**config.mk**
```make
export PLATFORM = sky130hd
export DESIGN_NAME = srocu_ctrl
export DESIGN_NICKNAME = d
export VERILOG_FILES = /design/src/hdl/srocu_pkg.sv /design/src/hdl/srocu_ctrl.sv
export SDC_FILE = /design/constraint.sdc
export NUM_CORES = 1
export LEC_CHECK = 0
export BUFFER_PORTS_ARGS = -buffer_cell sky130_fd_sc_hd__buf_2
export CORE_AREA = 5 5 42 44
export CTS_BUF_LIST = sky130_fd_sc_hd__clkbuf_16
export CTS_CLUSTER_DIAMETER = 120
export CTS_CLUSTER_SIZE = 10
export DETAILED_ROUTE_END_ITERATION = 10
export DIE_AREA = 0 0 47 49
export PLACE_DENSITY_LB_ADDON = 0.15
export SKIP_LAST_GASP = 1
export SYNTH_ARGS = -nofsm -noshare
export SYNTH_HDL_FRONTEND = slang
export SYNTH_SLANG_ARGS = --single-unit
```
**constraint.sdc**
```tcl
create_clock -name clk -period 1.5 [get_ports clk]
set_clock_uncertainty 0.2 [all_clocks]
set_input_delay 0.075 -clock clk [delete_from_list [all_inputs] [get_ports clk]]
set_output_delay 0.075 -clock clk [all_outputs]
set_load 0.01 [all_outputs]
```
**src/hdl/srocu_pkg.sv**
```systemverilog
// shared types and constants for the segment raster overlap counter
`default_nettype none

package srocu_pkg;

    // field widths
    localparam int COORD_W = 10;
    localparam int TOTAL_W = 21;
    localparam int MARK_W  = 11;
    localparam int CELL_W  = 2;
    localparam int THR_W   = 2;

    // packed stream widths, whole bytes
    localparam int IN_W  = 40;
    localparam int OUT_W = 40;

    // coverage counter limit and threshold after reset
    localparam logic [CELL_W-1:0] CELL_MAX   = 2'd3;
    localparam logic [THR_W-1:0]  THR_RESET  = 2'd2;

    // commands from the controller to the datapath
    typedef struct packed {
        logic load;        // take the request and set up the walk
        logic step;        // issue the current cell and move on
        logic clear_step;  // write one zero entry of the grid store
        logic out_load;    // move the result into the output register
    } cmd_t;

    // status from the datapath to the controller
    typedef struct packed {
        logic in_reject;   // request on the input is not a straight or diagonal line
        logic walk_last;   // current cell is the last of the segment
        logic clear_last;  // clearing pass is on its final entry
        logic out_free;    // output register can take a result this cycle
    } status_t;

endpackage

`default_nettype wire

```
**src/hdl/srocu_ctrl.sv**
```systemverilog
// controller state machine for the segment raster overlap counter
`default_nettype none

module srocu_ctrl (
    input  wire               clk,
    input  wire               rst_n,
    input  wire               in_valid,
    output logic              in_ready,
    input  srocu_pkg::status_t status,
    output srocu_pkg::cmd_t    cmd
);
    import srocu_pkg::*;

    typedef enum logic [4:0] {
        ST_CLEAR  = 5'b00001,
        ST_IDLE   = 5'b00010,
        ST_WALK   = 5'b00100,
        ST_DRAIN  = 5'b01000,
        ST_RESULT = 5'b10000
    } state_t;

    state_t state_reg;
    state_t state_next;

    // next state and commands
    always_comb
    begin
        state_next     = state_reg;
        cmd            = '0;
        in_ready       = 1'b0;
        case (state_reg)
            ST_CLEAR:
            begin
                cmd.clear_step = 1'b1;
                if (status.clear_last)
                begin
                    state_next = ST_IDLE;
                end
            end
            ST_IDLE:
            begin
                in_ready = 1'b1;
                if (in_valid)
                begin
                    cmd.load   = 1'b1;
                    state_next = status.in_reject ? ST_RESULT : ST_WALK;
                end
            end
            ST_WALK:
            begin
                cmd.step = 1'b1;
                if (status.walk_last)
                begin
                    state_next = ST_DRAIN;
                end
            end
            ST_DRAIN:
            begin
                // last cell finishes its write this cycle
                state_next = ST_RESULT;
            end
            ST_RESULT:
            begin
                if (status.out_free)
                begin
                    cmd.out_load = 1'b1;
                    state_next   = ST_IDLE;
                end
            end
            default:
            begin
                state_next = ST_IDLE;
            end
        endcase
    end

    // state register
    always_ff @(posedge clk or negedge rst_n)
    begin
        if (!rst_n)
        begin
            state_reg <= ST_CLEAR;
        end
        else
        begin
            state_reg <= state_next;
        end
    end

endmodule

`default_nettype wire

```
==> results.json <==
{
  "htreeDepth": 1,
  "syn_inst": 33,
  "layout.cells.non_filler": 76,
  "grt_max_degree": 7,
  "die_w_um": 47,
  "ant_nets": 0,
  "drc": 0,
  "yosysUniqueCellTypes": 17,
  "power_frac_clock_pct": 40.4,
  "hp-class": "in2reg",
  "vias": 325,
  "clockRootBuffer": "clkbuf_16",
  "crit_fanout": 6,
  "grt_pass1_vias": 316,
  "diodes": 0,
  "synth_area_per_cell_um2": 8.83,
  "cts_sinks": 5,
  "tightest_slew_ns": 0.179,
  "p_comb_share_pct": 39.7,
  "wl_per_cell_um": 11.1,
  "rr_startpoint": "state_reg[2]",
  "syn_nets": 40,
  "dp_hpwl_um": 585,
  "antenna_found_initial": 0,
  "final_nets": 68,
  "leakagePower_nw": 0.296,
  "start_util_pct": 20.8,
  "synthAdderAreaFrac_pct": 0,
  "cts_tree": "yes",
  "nFillCells": 151,
  "required_ns": 1.22,
  "hold_viol_final": 1,
  "coreArea_um2": 1400,
  "overflow": 0,
  "synth_compound_area_share_pct": 9.01,
  "synth_xor_area_share_pct": 3.00,
  "crit_path_start_kind": "flip-flop",
  "ioPinCount": 12,
  "synth_top_area_share_pct": 34.3,
  "areaGrowthSynthToFinish_pct": 103,
  "end_kind": "primary output",
  "status": "complete, but fails checks",
  "grt_pass1_wl_mm": 1.39,
  "yosysWarningCount": 0,
  "rsz0062_at_grt": "yes",
  "peakVddDrop_v": 0.00102,
  "synthTopCellsByArea": "dfrtp_1, dfstp_2, and4bb_2",
  "synth.area.mux_share_pct": 3.43,
  "tns_ns": -0.0417,
  "drt-total-wl_um": 844,
  "dieArea_um2": 2300,
  "setup_viol": 1,
  "cp.arrival_ns": 1.27,
  "seq_area_frac_synth_pct": 43.3,
  "drive_gt1_share_pct": 51.7,
  "relSlewSlack_pct": 88.1,
  "period_needed_ns": 1.54,
  "power.switching_mw": 0.320,
  "insertion_delay_ns": 0.23,
  "intPower_mw": 0.743,
  "grt_use_total_pct": 8.79,
  "clkTransAtPathRegs_ns": 0.03,
  "p_per_area_nw_per_um2": 1800,
  "synth_top_family_by_area": "simple AND/OR/NAND/NOR gates",
  "synth_top_cell_by_area": "dfrtp_1",
  "fp-row-count": 14,
  "vias_per_cell": 4.28,
  "portBuffers": 11,
  "ys_ff_latch": 5,
  "max_freq_mhz": 649,
  "mappedNetlistArea_um2": 292,
  "drt_iter0_drc": 4,
  "final_max_slew_viol_count": 0,
  "first_pass_iters": 4,
  "crit_path_start": "state_reg[0]",
  "finalWorstSetupSlack_ns": -0.0417,
  "numCtsBuffers": 3,
  "dp.cells": 63,
  "netSwitchingFraction_pct": 30.1,
  "timing.hold.ws_ns": -0.0121,
  "p_seq_share_pct": 19.8,
  "cts_buffer_depth": 2,
  "post-route-period-util_pct": 103,
  "place.gp.congestion": 0.696,
  "die_h_um": 49,
  "worstSetupPathType": "reg2out",
  "largest_register_ffs": 5,
  "synth-simple-area-share_pct": 37.3,
  "violations": "hold timing, setup timing",
  "worstHoldStart": "in_valid",
  "cap_violations": 0
}
-- logic make-up (layout without fill, tap and decap cells) --
logic type	count (synthesis)	count (layout)
AOI/OAI and AO/OA	4	4
xor gates and xnor gates	1	1
DFF	5	5
and+or+nand+nor	19	19
muxes	1	1
buffers and inverters	3	30
-- metrics by stage --
stage / util, % / hold slack (ns) / cell area, um2 / total power, mW / setup WS (ns)
final: 42.2 / -0.0121 / 592 / 1.06 / -0.0417
after global routing: 42.2 / 0.00490 / 592 / 1.13 / -0.0874
after CTS: 40.5 / 0.0182 / 568 / 1.02 / -0.0368
after detailed placement: 27.8 / -0.308 / 389 / 0.529 / 0.0621
after global placement: 27.8 / -0.306 / 389 / 0.541 / 0.0268
after floorplan: - / -0.421 / 292 / 0.397 / 0.159
-- final timing paths --
path | endpoint | slack (ns) | depth (start not counted)
worst max-delay path | cmd[3] | -0.04 | 4
worst min-delay path | state_reg[4] | -0.01 | 3
worst max register to register | state_reg[4] | 0.06 | 3
worst min register to register | state_reg[4] | 0.40 | 2
max in group asynchronous | state_reg[2] | 0.35 | 3
min in group asynchronous | state_reg[0] | 0.14 | 2
-- timing repair --
| action | in CTS | in global routing |
|---|---|---|
| setup buffers | 2 | 1 |
| setup endpoints to repair | 4 | 6 |
| cloned | 0 | 0 |
| resized for setup | 6 | 5 |
| hold buffers | 6 | 0 |
| pin swaps | 4 | 3 |
| hold endpoints to repair | 10 | 0 |
-- layout make-up --
cell class	instances	area, um2	area share, %
Tap cell	16	20.0	3.38
Clock inverter	1	3.75	0.634
Inverter	3	11.3	1.90
Sequential cell	5	129	21.8
Clock buffer	3	75.1	12.7
Timing Repair Buffer	23	170	28.8
Multi-Input combinational cell	25	183	30.9
-- synth_stat cells --
master,number
or4_1,1
nand3b_1,1
o21bai_1,1
nand2_1,2
nand3_1,3
inv_1,3
nor2_1,6
a31oi_1,1
xor2_1,1
and4bb_2,2
and2_1,1
o22ai_1,2
nor2b_1,2
nor3_1,1
dfstp_2,1
mux2i_1,1
dfrtp_1,4
-- placed cells by master, fill, tap and decap left out --
master,n
buf_2,10
dlygate4sd3_1,6
buf_4,5
nor2_1,4
inv_1,4
clkbuf_16,3
nand3_1,2
and4bb_2,2
nor2b_1,2
buf_6,2
dfrtp_1,2
dfrtp_2,2
nor2_2,1
nor2_4,1
nand2_2,1
nand3_2,1
and2_1,1
o22ai_1,1
nand3b_1,1
nor3_2,1
mux2i_1,1
or4_1,1
o22ai_2,1
xor2_1,1
nand2_1,1
a31oi_1,1
o21bai_1,1
dfstp_2,1
-- routing by layer --
metal | GRT usage [%] | wire, um | vias up
met1 | 10.5 | 344 | 141
li1 | - | - | 168
met4 | 8.29 | 35 | 0
met3 | 2.21 | 56 | 5
met2 | 12.0 | 407 | 11
met5 | 0 | 0 | -
-- worst max-delay path, cell delays in order (launching register included) --
cell	delay, ns
dfstp_2	0.56
and4bb_2	0.25
nand2_2	0.06
inv_1	0.03
buf_2	0.13
-- power groups by stage --
stage / clock network (mW) / logic [mW] / registers (mW)
after floorplan: 0 / 0.186 / 0.211
after global placement: 0 / 0.330 / 0.211
after detailed placement: 0 / 0.323 / 0.206
after CTS: 0.429 / 0.385 / 0.210
after global routing: 0.444 / 0.464 / 0.217
final: 0.430 / 0.422 / 0.211
No activity file was read; power rests on OpenSTA's default activity.
